$ cat config.mk
export PLATFORM = sky130hd
export DESIGN_NAME = mfed_ctrl_flat
export DESIGN_NICKNAME = d
export VERILOG_FILES = /design/src/design/mfed_pkg.sv /design/src/design/mfed_if.sv /design/src/design/mfed_pixel.sv /design/src/design/mfed_ctrl.sv /design/src/flat_wrapper.sv
export SDC_FILE = /design/constraint.sdc
export NUM_CORES = 2
export LEC_CHECK = 0
export BUFFER_PORTS_ARGS = -buffer_cell sky130_fd_sc_hd__buf_2
export CORE_MARGIN = 5
export CORE_UTILIZATION = 55
export CTS_CLUSTER_SIZE = 28
export DETAILED_ROUTE_END_ITERATION = 10
export PLACE_DENSITY = 0.76
export SETUP_SLACK_MARGIN = 0.05
export SLEW_MARGIN = 25
export SYNTH_ARGS = -nofsm -noshare
export SYNTH_HDL_FRONTEND = slang
export SYNTH_SLANG_ARGS = --single-unit
$ cat constraint.sdc
create_clock -name i_clk -period 16.26 [get_ports i_clk]
set_input_delay 0 -clock i_clk [delete_from_list [all_inputs] [get_ports i_clk]]
set_output_delay 0 -clock i_clk [all_outputs]
set_load 0.05 [all_outputs]
$ cat src/design/mfed_pkg.sv
// ----------------------------------------------------------------------------
// mfed_pkg
// Shared types and constants of the monochrome frame store drawing engine.
// ----------------------------------------------------------------------------
package mfed_pkg;

    localparam int PANEL_WIDTH = 128;
    localparam int PANEL_PAGES = 8;
    localparam int STORE_BYTES = PANEL_PAGES * PANEL_WIDTH;
    localparam int ADDR_W      = $clog2(STORE_BYTES);
    localparam int ROWS_FULL   = PANEL_PAGES * 8;
    localparam int ROWS_HALF   = PANEL_PAGES * 4;
    localparam int COORD_W     = 10;
    localparam int PT_W        = 13;
    localparam int DEC_W       = 48;
    localparam int MUL_W       = 22;
    localparam int MUL_P       = 2 * MUL_W;

    typedef enum logic [1:0] {
        FN_SET     = 2'd0,
        FN_ELLIPSE = 2'd1,
        FN_READ    = 2'd2,
        FN_CLEAR   = 2'd3
    } t_func;

    typedef enum logic [1:0] {
        MD_OR     = 2'd0,
        MD_ANDNOT = 2'd1,
        MD_XOR    = 2'd2,
        MD_KEEP   = 2'd3
    } t_mode;

    typedef enum logic [4:0] {
        ST_CLEAR,
        ST_IDLE,
        ST_RD_ISSUE,
        ST_RD_WAIT,
        ST_E_GEO,
        ST_E_RX2,
        ST_E_RY2,
        ST_E_T,
        ST_E_INIT,
        ST_R1_TEST,
        ST_R1_UPD,
        ST_D2_A,
        ST_D2_B,
        ST_D2_C,
        ST_D2_D,
        ST_D2_E,
        ST_R2_TEST,
        ST_R2_UPD,
        ST_PX_RD,
        ST_PX_WR,
        ST_DONE
    } t_state;

    typedef struct packed {
        logic              we;
        logic              re;
        logic [ADDR_W-1:0] addr;
        logic [7:0]        wdata;
    } t_ram_req;

    typedef struct packed {
        logic              hit;
        logic [ADDR_W-1:0] addr;
        logic [7:0]        mask;
    } t_pix;

    typedef struct packed {
        logic       done;
        logic [7:0] read_data;
    } t_done;

endpackage

$ cat src/design/mfed_if.sv
// ----------------------------------------------------------------------------
// mfed_cmd_if / mfed_rsp_if
// Valid/ready channels for command items and result items.
// ----------------------------------------------------------------------------
interface mfed_cmd_if;
    logic              valid;
    logic              ready;
    logic [1:0]        func;
    logic signed [9:0] corner_x0;
    logic signed [9:0] corner_y0;
    logic signed [9:0] corner_x1;
    logic signed [9:0] corner_y1;
    logic [1:0]        draw_mode;
    logic [9:0]        read_address;

    modport source(output valid, func, corner_x0, corner_y0, corner_x1, corner_y1,
                   draw_mode, read_address, input ready);
    modport sink(input valid, func, corner_x0, corner_y0, corner_x1, corner_y1,
                 draw_mode, read_address, output ready);
endinterface


$ cat src/design/mfed_pixel.sv
// ----------------------------------------------------------------------------
// mfed_pixel
// Clips a pixel to the panel and maps it to a store byte and bit mask.
// ----------------------------------------------------------------------------
module mfed_pixel
    import mfed_pkg::*;
(
    input  logic signed [PT_W-1:0] i_px,
    input  logic signed [PT_W-1:0] i_py,
    input  logic                   i_half,
    output t_pix                   o_pix
);

    logic [31:0] ux;
    logic [31:0] uy;
    logic [31:0] rows;
    logic [31:0] row;
    logic [31:0] addr;

    always_comb begin
        ux   = 32'($unsigned(i_px));
        uy   = 32'($unsigned(i_py));
        rows = i_half ? 32'(ROWS_HALF) : 32'(ROWS_FULL);
        row  = i_half ? ((uy << 1) + 32'd1) : uy;
        addr = ux + (row >> 3) * 32'(PANEL_WIDTH);
        o_pix.hit  = !i_px[PT_W-1] && !i_py[PT_W-1] &&
                     (ux < 32'(PANEL_WIDTH)) && (uy < rows);
        o_pix.addr = addr[ADDR_W-1:0];
        o_pix.mask = i_half ? (8'b0000_0011 << {row[2:1], 1'b0}) : (8'b0000_0001 << row[2:0]);
    end

endmodule

$ cat src/design/mfed_ctrl.sv
// ----------------------------------------------------------------------------
// mfed_ctrl
// Command sequencer: clear sweep, byte read, pixel read-modify-write and the
// two-region midpoint ellipse tracer on a shared multiplier.
// ----------------------------------------------------------------------------
module mfed_ctrl
    import mfed_pkg::*;
(
    input  logic       i_clk,
    input  logic       i_rst_n,
    mfed_cmd_if.sink   i_cmd,
    input  logic       i_half,
    input  logic       i_rsp_free,
    input  logic [7:0] i_rdata,
    output t_ram_req   o_req,
    output t_done      o_done
);

    t_state                   r_state, n_state;
    t_state                   r_ret, n_ret;
    logic [ADDR_W-1:0]        r_clr, n_clr;
    logic                     r_clr_cmd, n_clr_cmd;
    t_func                    r_func, n_func;
    t_mode                    r_mode, n_mode;
    logic signed [9:0]        r_x0, n_x0, r_y0, n_y0, r_x1, n_x1, r_y1, n_y1;
    logic [9:0]               r_raddr, n_raddr;
    logic [9:0]               r_rx, n_rx, r_ry, n_ry;
    logic signed [11:0]       r_xc, n_xc, r_yc, n_yc;
    logic [10:0]              r_x, n_x;
    logic signed [11:0]       r_y, n_y;
    logic signed [DEC_W-1:0]  r_rx2, n_rx2, r_ry2, n_ry2;
    logic [MUL_P-1:0]         r_t, n_t;
    logic signed [DEC_W-1:0]  r_d, n_d, r_dx, n_dx, r_dy, n_dy;
    logic [1:0]               r_k, n_k;
    logic [ADDR_W-1:0]        r_paddr, n_paddr;
    logic [7:0]               r_pmask, n_pmask;
    logic [7:0]               r_rdata, n_rdata;

    logic [MUL_W-1:0]         m_a, m_b;
    logic [MUL_P-1:0]         m_p;
    logic signed [DEC_W-1:0]  pe, te, dxn, dyn;
    logic signed [10:0]       ddx, ddy;
    logic [10:0]              adx, ady;
    logic signed [11:0]       ym1;
    logic [11:0]              aym1;
    logic signed [PT_W-1:0]   px, py, xo, yo, xce, yce;
    logic                     rd_hit;
    logic [7:0]               wbyte;
    t_pix                     pix;

    mfed_pixel u_pixel (
        .i_px  (px),
        .i_py  (py),
        .i_half(i_half),
        .o_pix (pix)
    );

    assign i_cmd.ready = (r_state == ST_IDLE);

    always_ff @(posedge i_clk) begin
        if (!i_rst_n) begin
            r_state   <= ST_CLEAR;
            r_clr     <= '0;
            r_clr_cmd <= 1'b0;
        end else begin
            r_state   <= n_state;
            r_clr     <= n_clr;
            r_clr_cmd <= n_clr_cmd;
        end
    end

    always_ff @(posedge i_clk) begin
        r_ret   <= n_ret;
        r_func  <= n_func;
        r_mode  <= n_mode;
        r_x0    <= n_x0;
        r_y0    <= n_y0;
        r_x1    <= n_x1;
        r_y1    <= n_y1;
        r_raddr <= n_raddr;
        r_rx    <= n_rx;
        r_ry    <= n_ry;
        r_xc    <= n_xc;
        r_yc    <= n_yc;
        r_x     <= n_x;
        r_y     <= n_y;
        r_rx2   <= n_rx2;
        r_ry2   <= n_ry2;
        r_t     <= n_t;
        r_d     <= n_d;
        r_dx    <= n_dx;
        r_dy    <= n_dy;
        r_k     <= n_k;
        r_paddr <= n_paddr;
        r_pmask <= n_pmask;
        r_rdata <= n_rdata;
    end

    always_comb begin
        xce = PT_W'(r_xc);
        yce = PT_W'(r_yc);
        xo  = $signed(PT_W'(r_x));
        yo  = PT_W'(r_y);
        if (r_func == FN_SET) begin
            px = PT_W'(r_x0);
            py = PT_W'(r_y0);
        end else begin
            px = r_k[0] ? (xce - xo) : (xce + xo);
            py = r_k[1] ? (yce - yo) : (yce + yo);
        end
        ddx  = 11'(r_x1) - 11'(r_x0);
        ddy  = 11'(r_y1) - 11'(r_y0);
        adx  = ddx[10] ? 11'(-ddx) : 11'(ddx);
        ady  = ddy[10] ? 11'(-ddy) : 11'(ddy);
        ym1  = r_y - 12'sd1;
        aym1 = ym1[11] ? 12'(-ym1) : 12'(ym1);
        rd_hit = (32'(r_raddr) < 32'(STORE_BYTES));

        case (r_state)
            ST_E_RX2: begin
                m_a = MUL_W'(r_rx);
                m_b = MUL_W'(r_rx);
            end
            ST_E_RY2: begin
                m_a = MUL_W'(r_ry);
                m_b = MUL_W'(r_ry);
            end
            ST_E_T: begin
                m_a = r_rx2[MUL_W-1:0];
                m_b = MUL_W'(r_ry);
            end
            ST_D2_A: begin
                m_a = MUL_W'({r_x, 1'b1});
                m_b = MUL_W'({r_x, 1'b1});
            end
            ST_D2_B: begin
                m_a = r_ry2[MUL_W-1:0];
                m_b = r_t[MUL_W-1:0];
            end
            ST_D2_C: begin
                m_a = MUL_W'(aym1);
                m_b = MUL_W'(aym1);
            end
            ST_D2_D: begin
                m_a = r_rx2[MUL_W-1:0];
                m_b = r_t[MUL_W-1:0];
            end
            ST_D2_E: begin
                m_a = r_rx2[MUL_W-1:0];
                m_b = r_ry2[MUL_W-1:0];
            end
            default: begin
                m_a = '0;
                m_b = '0;
            end
        endcase
        m_p = m_a * m_b;
        pe  = $signed(DEC_W'(m_p));
        te  = $signed(DEC_W'(r_t));
        dxn = r_dx + (r_ry2 <<< 1);
        dyn = r_dy - (r_rx2 <<< 1);

        case (r_mode)
            MD_OR:     wbyte = i_rdata | r_pmask;
            MD_ANDNOT: wbyte = i_rdata & ~r_pmask;
            MD_XOR:    wbyte = i_rdata ^ r_pmask;
            default:   wbyte = i_rdata;
        endcase

        n_state   = r_state;
        n_ret     = r_ret;
        n_clr     = r_clr;
        n_clr_cmd = r_clr_cmd;
        n_func    = r_func;
        n_mode    = r_mode;
        n_x0      = r_x0;
        n_y0      = r_y0;
        n_x1      = r_x1;
        n_y1      = r_y1;
        n_raddr   = r_raddr;
        n_rx      = r_rx;
        n_ry      = r_ry;
        n_xc      = r_xc;
        n_yc      = r_yc;
        n_x       = r_x;
        n_y       = r_y;
        n_rx2     = r_rx2;
        n_ry2     = r_ry2;
        n_t       = r_t;
        n_d       = r_d;
        n_dx      = r_dx;
        n_dy      = r_dy;
        n_k       = r_k;
        n_paddr   = r_paddr;
        n_pmask   = r_pmask;
        n_rdata   = r_rdata;
        o_req     = '0;
        o_done    = '0;

        case (r_state)
            ST_CLEAR: begin
                o_req.we   = 1'b1;
                o_req.addr = r_clr;
                n_clr      = r_clr + 1'b1;
                if (32'(r_clr) == STORE_BYTES - 1) begin
                    n_clr     = '0;
                    n_clr_cmd = 1'b0;
                    n_state   = r_clr_cmd ? ST_DONE : ST_IDLE;
                end
            end
            ST_IDLE: begin
                if (i_cmd.valid) begin
                    n_func  = t_func'(i_cmd.func);
                    n_mode  = t_mode'(i_cmd.draw_mode);
                    n_x0    = i_cmd.corner_x0;
                    n_y0    = i_cmd.corner_y0;
                    n_x1    = i_cmd.corner_x1;
                    n_y1    = i_cmd.corner_y1;
                    n_raddr = i_cmd.read_address;
                    n_rdata = '0;
                    case (t_func'(i_cmd.func))
                        FN_SET: begin
                            n_k     = 2'd3;
                            n_ret   = ST_DONE;
                            n_state = ST_PX_RD;
                        end
                        FN_ELLIPSE: n_state = ST_E_GEO;
                        FN_READ:    n_state = ST_RD_ISSUE;
                        default: begin
                            n_clr     = '0;
                            n_clr_cmd = 1'b1;
                            n_state   = ST_CLEAR;
                        end
                    endcase
                end
            end
            ST_RD_ISSUE: begin
                o_req.re   = rd_hit;
                o_req.addr = ADDR_W'(r_raddr);
                n_state    = ST_RD_WAIT;
            end
            ST_RD_WAIT: begin
                n_rdata = rd_hit ? i_rdata : 8'd0;
                n_state = ST_DONE;
            end
            ST_E_GEO: begin
                n_rx    = adx[10:1];
                n_ry    = ady[10:1];
                n_xc    = 12'(r_x0) + $signed({2'b00, adx[10:1]});
                n_yc    = 12'(r_y0) + $signed({2'b00, ady[10:1]});
                n_state = ST_E_RX2;
            end
            ST_E_RX2: begin
                n_rx2   = pe;
                n_state = ST_E_RY2;
            end
            ST_E_RY2: begin
                n_ry2   = pe;
                n_state = ST_E_T;
            end
            ST_E_T: begin
                n_t     = m_p;
                n_state = ST_E_INIT;
            end
            ST_E_INIT: begin
                n_x     = '0;
                n_y     = $signed({2'b00, r_ry});
                n_dx    = '0;
                n_dy    = te <<< 1;
                n_d     = (r_ry2 <<< 2) - (te <<< 2) + r_rx2;
                n_state = ST_R1_TEST;
            end
            ST_R1_TEST: begin
                if (r_dx < r_dy) begin
                    n_k     = 2'd0;
                    n_ret   = ST_R1_UPD;
                    n_state = ST_PX_RD;
                end else begin
                    n_state = ST_D2_A;
                end
            end
            ST_R1_UPD: begin
                n_x  = r_x + 11'd1;
                n_dx = dxn;
                if (r_d[DEC_W-1]) begin
                    n_d = r_d + (dxn <<< 2) + (r_ry2 <<< 2);
                end else begin
                    n_y  = r_y - 12'sd1;
                    n_dy = dyn;
                    n_d  = r_d + (dxn <<< 2) - (dyn <<< 2) + (r_ry2 <<< 2);
                end
                n_state = ST_R1_TEST;
            end
            ST_D2_A: begin
                n_t     = m_p;
                n_state = ST_D2_B;
            end
            ST_D2_B: begin
                n_d     = pe;
                n_state = ST_D2_C;
            end
            ST_D2_C: begin
                n_t     = m_p;
                n_state = ST_D2_D;
            end
            ST_D2_D: begin
                n_d     = r_d + (pe <<< 2);
                n_state = ST_D2_E;
            end
            ST_D2_E: begin
                n_d     = r_d - (pe <<< 2);
                n_state = ST_R2_TEST;
            end
            ST_R2_TEST: begin
                if (!r_y[11]) begin
                    n_k     = 2'd0;
                    n_ret   = ST_R2_UPD;
                    n_state = ST_PX_RD;
                end else begin
                    n_state = ST_DONE;
                end
            end
            ST_R2_UPD: begin
                n_y  = r_y - 12'sd1;
                n_dy = dyn;
                if (!r_d[DEC_W-1] && (r_d != '0)) begin
                    n_d = r_d + (r_rx2 <<< 2) - (dyn <<< 2);
                end else begin
                    n_x  = r_x + 11'd1;
                    n_dx = dxn;
                    n_d  = r_d + (dxn <<< 2) - (dyn <<< 2) + (r_rx2 <<< 2);
                end
                n_state = ST_R2_TEST;
            end
            ST_PX_RD: begin
                if (pix.hit) begin
                    o_req.re   = 1'b1;
                    o_req.addr = pix.addr;
                    n_paddr    = pix.addr;
                    n_pmask    = pix.mask;
                    n_state    = ST_PX_WR;
                end else begin
                    n_k     = r_k + 2'd1;
                    n_state = (r_k == 2'd3) ? r_ret : ST_PX_RD;
                end
            end
            ST_PX_WR: begin
                o_req.we    = 1'b1;
                o_req.addr  = r_paddr;
                o_req.wdata = wbyte;
                n_k         = r_k + 2'd1;
                n_state     = (r_k == 2'd3) ? r_ret : ST_PX_RD;
            end
            ST_DONE: begin
                if (i_rsp_free) begin
                    o_done.done      = 1'b1;
                    o_done.read_data = r_rdata;
                    n_state          = ST_IDLE;
                end
            end
            default: n_state = ST_IDLE;
        endcase
    end

endmodule

$ cat src/flat_wrapper.sv
// flat-port wrapper written by rule: the top's interface ports become plain ports
module mfed_ctrl_flat import mfed_pkg::*;
  (i_clk, i_rst_n, i_half, i_rsp_free, i_rdata, o_req, o_done, i_cmd_valid, i_cmd_func, i_cmd_corner_x0, i_cmd_corner_y0, i_cmd_corner_x1, i_cmd_corner_y1, i_cmd_draw_mode, i_cmd_read_address, i_cmd_ready);
  mfed_cmd_if i_cmd_i ();
  input  logic i_clk;
  input  logic i_rst_n;
  input  logic i_half;
  input  logic i_rsp_free;
  input  logic [7:0] i_rdata;
  output t_ram_req o_req;
  output t_done o_done;
  input wire logic [$bits(i_cmd_i.valid)-1:0] i_cmd_valid;
  input wire logic [$bits(i_cmd_i.func)-1:0] i_cmd_func;
  input wire logic [$bits(i_cmd_i.corner_x0)-1:0] i_cmd_corner_x0;
  input wire logic [$bits(i_cmd_i.corner_y0)-1:0] i_cmd_corner_y0;
  input wire logic [$bits(i_cmd_i.corner_x1)-1:0] i_cmd_corner_x1;
  input wire logic [$bits(i_cmd_i.corner_y1)-1:0] i_cmd_corner_y1;
  input wire logic [$bits(i_cmd_i.draw_mode)-1:0] i_cmd_draw_mode;
  input wire logic [$bits(i_cmd_i.read_address)-1:0] i_cmd_read_address;
  output wire logic [$bits(i_cmd_i.ready)-1:0] i_cmd_ready;
  assign i_cmd_i.valid = i_cmd_valid;
  assign i_cmd_i.func = i_cmd_func;
  assign i_cmd_i.corner_x0 = i_cmd_corner_x0;
  assign i_cmd_i.corner_y0 = i_cmd_corner_y0;
  assign i_cmd_i.corner_x1 = i_cmd_corner_x1;
  assign i_cmd_i.corner_y1 = i_cmd_corner_y1;
  assign i_cmd_i.draw_mode = i_cmd_draw_mode;
  assign i_cmd_i.read_address = i_cmd_read_address;
  assign i_cmd_ready = i_cmd_i.ready;
  mfed_ctrl u_core (.i_clk(i_clk), .i_rst_n(i_rst_n), .i_cmd(i_cmd_i), .i_half(i_half), .i_rsp_free(i_rsp_free), .i_rdata(i_rdata), .o_req(o_req), .o_done(o_done));
endmodule
* Yosys cells after proc, flatten, opt, wreduce, memory -nomap -nowiden
Index checks and enable logic that the tools add are counted.
** Operators by class
- Shift operators :: 2
- Bitwise gates (word level) :: 4
- Add/sub/neg operators :: 30
- Multipliers :: 1
- Eq/ne operators :: 36
- Magnitude comparators :: 3
- Muxes and demuxes :: 62
- Reduce and logical (&&, ||, !) cells :: 36
** Operator list (count)
- one-hot mux 48 bit (3 select lines) :: 2
- one-hot mux 48 bit (6 select lines) :: 1
- one-hot mux 22 bit (6 select lines) :: 2
- adder 48 x 47 -> 48 bit :: 5
- 2-to-1 mux 48 bit :: 4
- subtractor 48 bit :: 2
- one-hot mux 5 bit (19 select lines) :: 1
- 2-to-1 mux 5 bit :: 11
- 2-to-1 mux 13 bit :: 4
- adder 48 x 45 -> 48 bit :: 1
- adder 48 x 46 -> 48 bit :: 1
- adder 48 bit :: 1
- less-than comparator 48 bit :: 1
- nonzero test 48 bit :: 1
- subtractor 48 x 46 -> 48 bit :: 1
- subtractor 48 x 47 -> 48 bit :: 1
- subtractor 46 x 46 -> 47 bit :: 1
- multiplier 22 x 22 -> 44 bit :: 1
- 2-to-1 mux 11 bit :: 4
- == test 5 x 4 -> 1 bit (second input constant) :: 8
- one-hot mux 10 bit (4 select lines) :: 1
- one-hot mux 12 bit (3 select lines) :: 1
- one-hot mux 11 bit (3 select lines) :: 1
- 2-to-1 mux 10 bit :: 3
- other kinds (58) :: 115
** Word-level totals
- Bits in registers :: 446
- Output and inout bits :: 30
- Word-level logic and storage cells :: 201

* Depth between registers and ports, before layout
- Depth after elaboration :: 9
- Mapped depth :: 57

* Modules after synthesis
Synthesis repeated with hierarchy kept, for this count alone.
** Second synthesis, totals
- Cell total of the unflattened synthesis :: 7672
- Area total of the unflattened synthesis :: 65490.3 um^2
** By module, submodules not included
- mfed_ctrl :: instances 1, area an instance 65142.5 um^2, cells an instance 7621
- mfed_pixel :: instances 1, area an instance 347.8 um^2, cells an instance 51

* Least setup slack after synthesis
OpenSTA, ideal clock, no wires.
- Path kind :: register to register
- Start point :: register u_core.r_state[4]
- End point :: register u_core.r_d[45], data pin
- Arrival time :: 14563 ps
- Library setup time :: 273 ps
- Slack :: 1424 ps
- Period minus slack after synthesis :: 14836 ps
- Stages on the path, launching flop included :: 44
- Path through :: dfxtp_1 -> clkbuf_1 -> nand2b_1 -> clkbuf_1 -> nor3_1 -> a222oi_1 -> nand2_1 -> clkbuf_1 -> nand2_1 -> fa_1 -> inv_1 -> fa_1 -> inv_1 -> fa_1 -> inv_1 -> fa_1 -> fa_1 -> fa_1 -> (+8 left out) -> or4_1 -> nor4_2 -> nand2_1 -> nor4_1 -> a21oi_1 -> xnor2_1 -> ha_1 -> clkbuf_1 -> nand3_1 -> a2111oi_0 -> nor2_1 -> o41ai_1 -> nand2_1 -> o31ai_1 -> a211oi_1 -> a41o_1 -> o21ai_0 -> a22oi_1
** On the way
- Cells in the longest elaborated chain, start to end :: 6
** RTL lines
- from (decl) :: line mfed_ctrl.sv:19 : t_state r_state, n_state;
- from (signal assigned) :: line mfed_ctrl.sv:66 : r_state <= n_state;
- == test 5 x 3 -> 1 bit / == test 5 x 4 -> 1 bit (equally long branches) :: line mfed_ctrl.sv:119 : case (r_state)
- OR reduction 3 bit (no source line) / OR reduction 2 bit (equally long branches)
- one-hot mux 22 bit (6 select lines) :: line mfed_ctrl.sv:119
- multiplier 22 x 22 -> 44 bit * :: line mfed_ctrl.sv:157 : m_p = m_a * m_b;
- net u_core.m_p[20] :: line mfed_ctrl.sv:40 : logic [MUL_P-1:0] m_p;
- subtractor 48 x 47 -> 48 bit / adder 48 x 47 -> 48 bit (equally long branches) :: line mfed_ctrl.sv:311, mfed_ctrl.sv:307
- one-hot mux 48 bit (6 select lines) * :: line mfed_ctrl.sv:200 : case (r_state)
- net u_core.n_d[45] :: line mfed_ctrl.sv:33 : logic signed [DEC_W-1:0] r_d, n_d, r_dx, n_dx, r_dy, n_dy;
- to (signal assigned) :: line mfed_ctrl.sv:90 : r_d <= n_d;
- to (decl) :: line mfed_ctrl.sv:33
The timed path passes the listed nets; every way through them passes the cells marked *.
A chain may end at the register's enable or synchronous reset.

* Worst setup path in the final report
- Start point :: register u_core.r_y[0]
- End point :: register u_core.r_d[46], data pin
** On the way
- Cells in the longest elaborated chain, start to end :: 7
** RTL lines
- from (decl) :: line mfed_ctrl.sv:30 : logic signed [11:0] r_y, n_y;
- from (signal assigned) :: line mfed_ctrl.sv:86 : r_y <= n_y;
- subtractor 12 x 2 -> 12 bit * :: line mfed_ctrl.sv:115 : ym1 = r_y - 12'sd1;
- negator 12 bit :: line mfed_ctrl.sv:116 : aym1 = ym1[11] ? 12'(-ym1) : 12'(ym1);
- 2-to-1 mux 12 bit * :: line mfed_ctrl.sv:116
- one-hot mux 22 bit (6 select lines) :: line mfed_ctrl.sv:119
- multiplier 22 x 22 -> 44 bit * :: line mfed_ctrl.sv:157
- net u_core.m_p[23] :: line mfed_ctrl.sv:40
- subtractor 48 x 47 -> 48 bit / adder 48 x 47 -> 48 bit (equally long branches) :: line mfed_ctrl.sv:311, mfed_ctrl.sv:307
- one-hot mux 48 bit (6 select lines) * :: line mfed_ctrl.sv:200
- net u_core.n_d[46] :: line mfed_ctrl.sv:33
Marks and branches as above.

==> summary.md <==
| Metric | Value |
|---|---|
| Outcome | complete, no violations |
| Die area | 126,000 um2 |
| Worst Hold Class | in -> reg |
| Setup Viol. Count Final | 0 |
| CP Data Arrival Time | 15.54 ns |
| Placed cell area | 67,500 um2 |
| Number of routed nets with antenna violations | 0 |
| WS Path Type | reg -> reg |
| First-pass GRT wire length | 368,000 um |
| H-tree depth | 2 |
| Most common cell after layout, fill and taps aside | inv_1 |
| CTS Buf Count | 56 |
| Global Route Usage Sum | 0.382 |
| Crit end category | flip-flop |
| CP max-delay cell | a221o_1 |
| Measured slew at the worst slew-check pin | 1.17 ns |
| DR vias | 60,600 |
| CP peak stage delay | 0.94 ns |
| CP delay by family, top | adder cells |
| Via density | 6.53 |
| Horiz. Die Dim | 354 um |
| Grt ovf | 0 |
| Final Max Tran Viols | 0 |
| Flop-to-flop setup slack | 1.15 ns |
| Initial DRC count | 6,389 |
| Core Util, Final | 0.600 |
| Avg Cell Area, Syn | 8.57 um2 |
| Clock Latency Late Sink | 0.70 ns |
| Hold Vio Cnt, Final | 0 |
| Largest net degree at the start of global routing | 78 |
| Clock Skews | 0.0387 ns |
| Routed WL | 247,000 um |
| Setup TNS | 0 ns |
| Clk buf depth | 3 |
| Leak | 32.3 nW |
| Top cell type's share of synthesized area | 0.197 |
| DR pass1 iterations | 10 |
| Post-synthesis sequential area ratio | 0.201 |
| Pwr Density | 37.2 nW/um2 |
| Syn. warnings | 0 |
| TritonCTS clock tree | done |
| Layout Nets | 8,969 |
| Final Power | 0.00263 W |
| Worst vdd ir | 97.4 uV |
| Synthesized flop and latch total | 443 |
| Top cell by count, worst path | fa_1 |
| Buf/Inv on CP | 5 |
| Startpoint types | flip-flop |
| TritonCTS Sinks | 443 |
| Root buf cell | clkbuf_16 |
| Io pins | 97 |
| Top_reg_cell synth | edfxtp_1 |
| Main area contributors after synthesis | edfxtp_1, ha_1, fa_1, xnor2_1, inv_1 |
| CP max FO | 15 |
| # Max-Cap Violations | 0 |
| Max Clk Rate | 66.2 MHz |
| Die height | 354 um |
| Synthesized Nets | 8,877 |
| I/O Buffers | 96 |
| Most frequent cells in the layout | inv_1, nand2_1, ha_1, a21oi_1, nor2_1 |
| Number of flops mapped to enable cells by yosys | 427 |
| RSZ-0062 raised after global routing | no |
| Final min period | 15.11 ns |
| Crit path required time | 16.69 ns |
| Core area | 118,000 um2 |
| Leading area contributor after synthesis | edfxtp_1 |
| Antenna violations before repair | 4 |
| Asr flop ratio synth | 0 |
| Synthesized area | 65,200 um2 |
| Placer's final routability congestion estimate | 1.07 |
| Post-Syn Instances | 7,614 |
| Netlist cell types | 94 |
| Clock transition at path regs | 0.07 ns |
| Fin crit share | 0.929 |
| Initial Util | 0.553 |
| Row cnt | 126 |
| Max-slew headroom | 0.216 |
| Layout area overhead | 8.46% |
| WL/cell | 26.6 um |
| Share of cells above drive strength 1 | 0.0579 |
| Post-route cell area | 70,800 um2 |
| DR DRC count | 0 |
| Vias in the first global route | 60,700 |
| Detail Placement HPWL | 197,000 um |
## layer usage
layer  vias to the layer above  global-route usage  wire length (um)
met4                         2               0.221             18300
met1                     29300               0.471             91500
met5                         -                   0                 7
met3                       901              0.0720             24800
li1                      27000                   -                 -
met2                      3453               0.629            112000
## repair_timing
item / 4_1_cts / 5_1_grt
endpoints found under the hold margin: 93 / 0
hold buffers: 113 / 0
resized for setup: 0 / 2
endpoints found under the setup margin: 0 / 3
buffers inserted: 0 / 4
## layout make-up
class,count,area (um2)
sequential,443,13100
fill,10300,47200
clock buffer,70,1480
inverter,865,3250
timing repair buffer,309,2420
clock inverter,35,445
tap,1536,1920
antenna,2,5.00
multi-input combinational,6031,48100
## per-stage QoR
stage / hold slack, ns / setup WS (ns) / cells
floorplan: 0.0989 / 1.42 / 7614
global placement: 0.176 / 1.29 / 9062
detailed placement: 0.178 / 1.19 / 9063
CTS: 0.000465 / 1.14 / 9281
global route: 0.0351 / 0.286 / 9289
finish: 0.0432 / 1.15 / 9291
## state kept, by name (all words and copies together), names as in the netlist, 11 cells and up
register	count
u_core.r_dx	47
u_core.r_y	12
u_core.r_d	48
u_core.r_xc	12
u_core.r_ry2	44
u_core.r_x	11
u_core.r_dy	47
u_core.r_t	44
u_core.r_yc	12
u_core.r_rx2	44
## synthesized netlist by cell type (13+ instances only)
cell type    n
ha_1       740
a2111oi_0   13
nand4_1     89
a22oi_1     46
o31ai_1     43
or2_2       21
a31oi_1     65
a211o_1     21
inv_1      861
and2_1      96
nor4_1      46
nand2_1    747
o211ai_1    41
o21ai_0    369
nor2b_1     74
buf_1       18
a21boi_0    22
or3_1       44
o21bai_1    95
dfxtp_1     16
a211oi_1    39
a21oi_1    622
a21o_1     326
a221oi_1    37
o21a_1      83
xor2_1     199
o22ai_1     16
o221ai_1    18
mux2i_1     19
edfxtp_1   427
and3_1      62
mux2_2      46
fa_1       456
nor2_1     531
a222oi_1    31
a22o_1      24
nand3_1    125
nand2b_1    90
o41ai_1     13
nor3_1     107
xnor2_1    399
clkbuf_1   247
and4_1      18
a221o_1     14
## cell families (layout without fill, tap and decap cells)
family,Yosys count,count (layout),synth area share
xor+xnor,600,600,0.0810
compound gates,2066,2066,0.207
flops,443,443,0.201
buf+inv,1140,1279,0.0659
mux,73,73,0.0136
fa+ha+maj,1196,1196,0.282
simple gates,2096,2096,0.150
other cells,0,2,0
## path summary, 6_finish.rpt
path	to	start	cells past startpoint
worst max-delay path	u_core.r_d[46]	u_core.r_y[0]	44
worst min-delay path	u_core.r_raddr[8]	i_cmd_read_address[8]	2
worst max register to register	u_core.r_d[46]	u_core.r_y[0]	44
worst min register to register	u_core.r_clr_cmd	u_core.r_clr_cmd	2
## report_power, final
part           leakage [nW]  internal [W]  switching (W)
combinational          27.5     0.0000278      0.0000166
sequential             3.92       0.00123     0.00000108
clock                 0.912      0.000753       0.000600
total                  32.3       0.00202       0.000617
(Power assumes the default switching activity.)
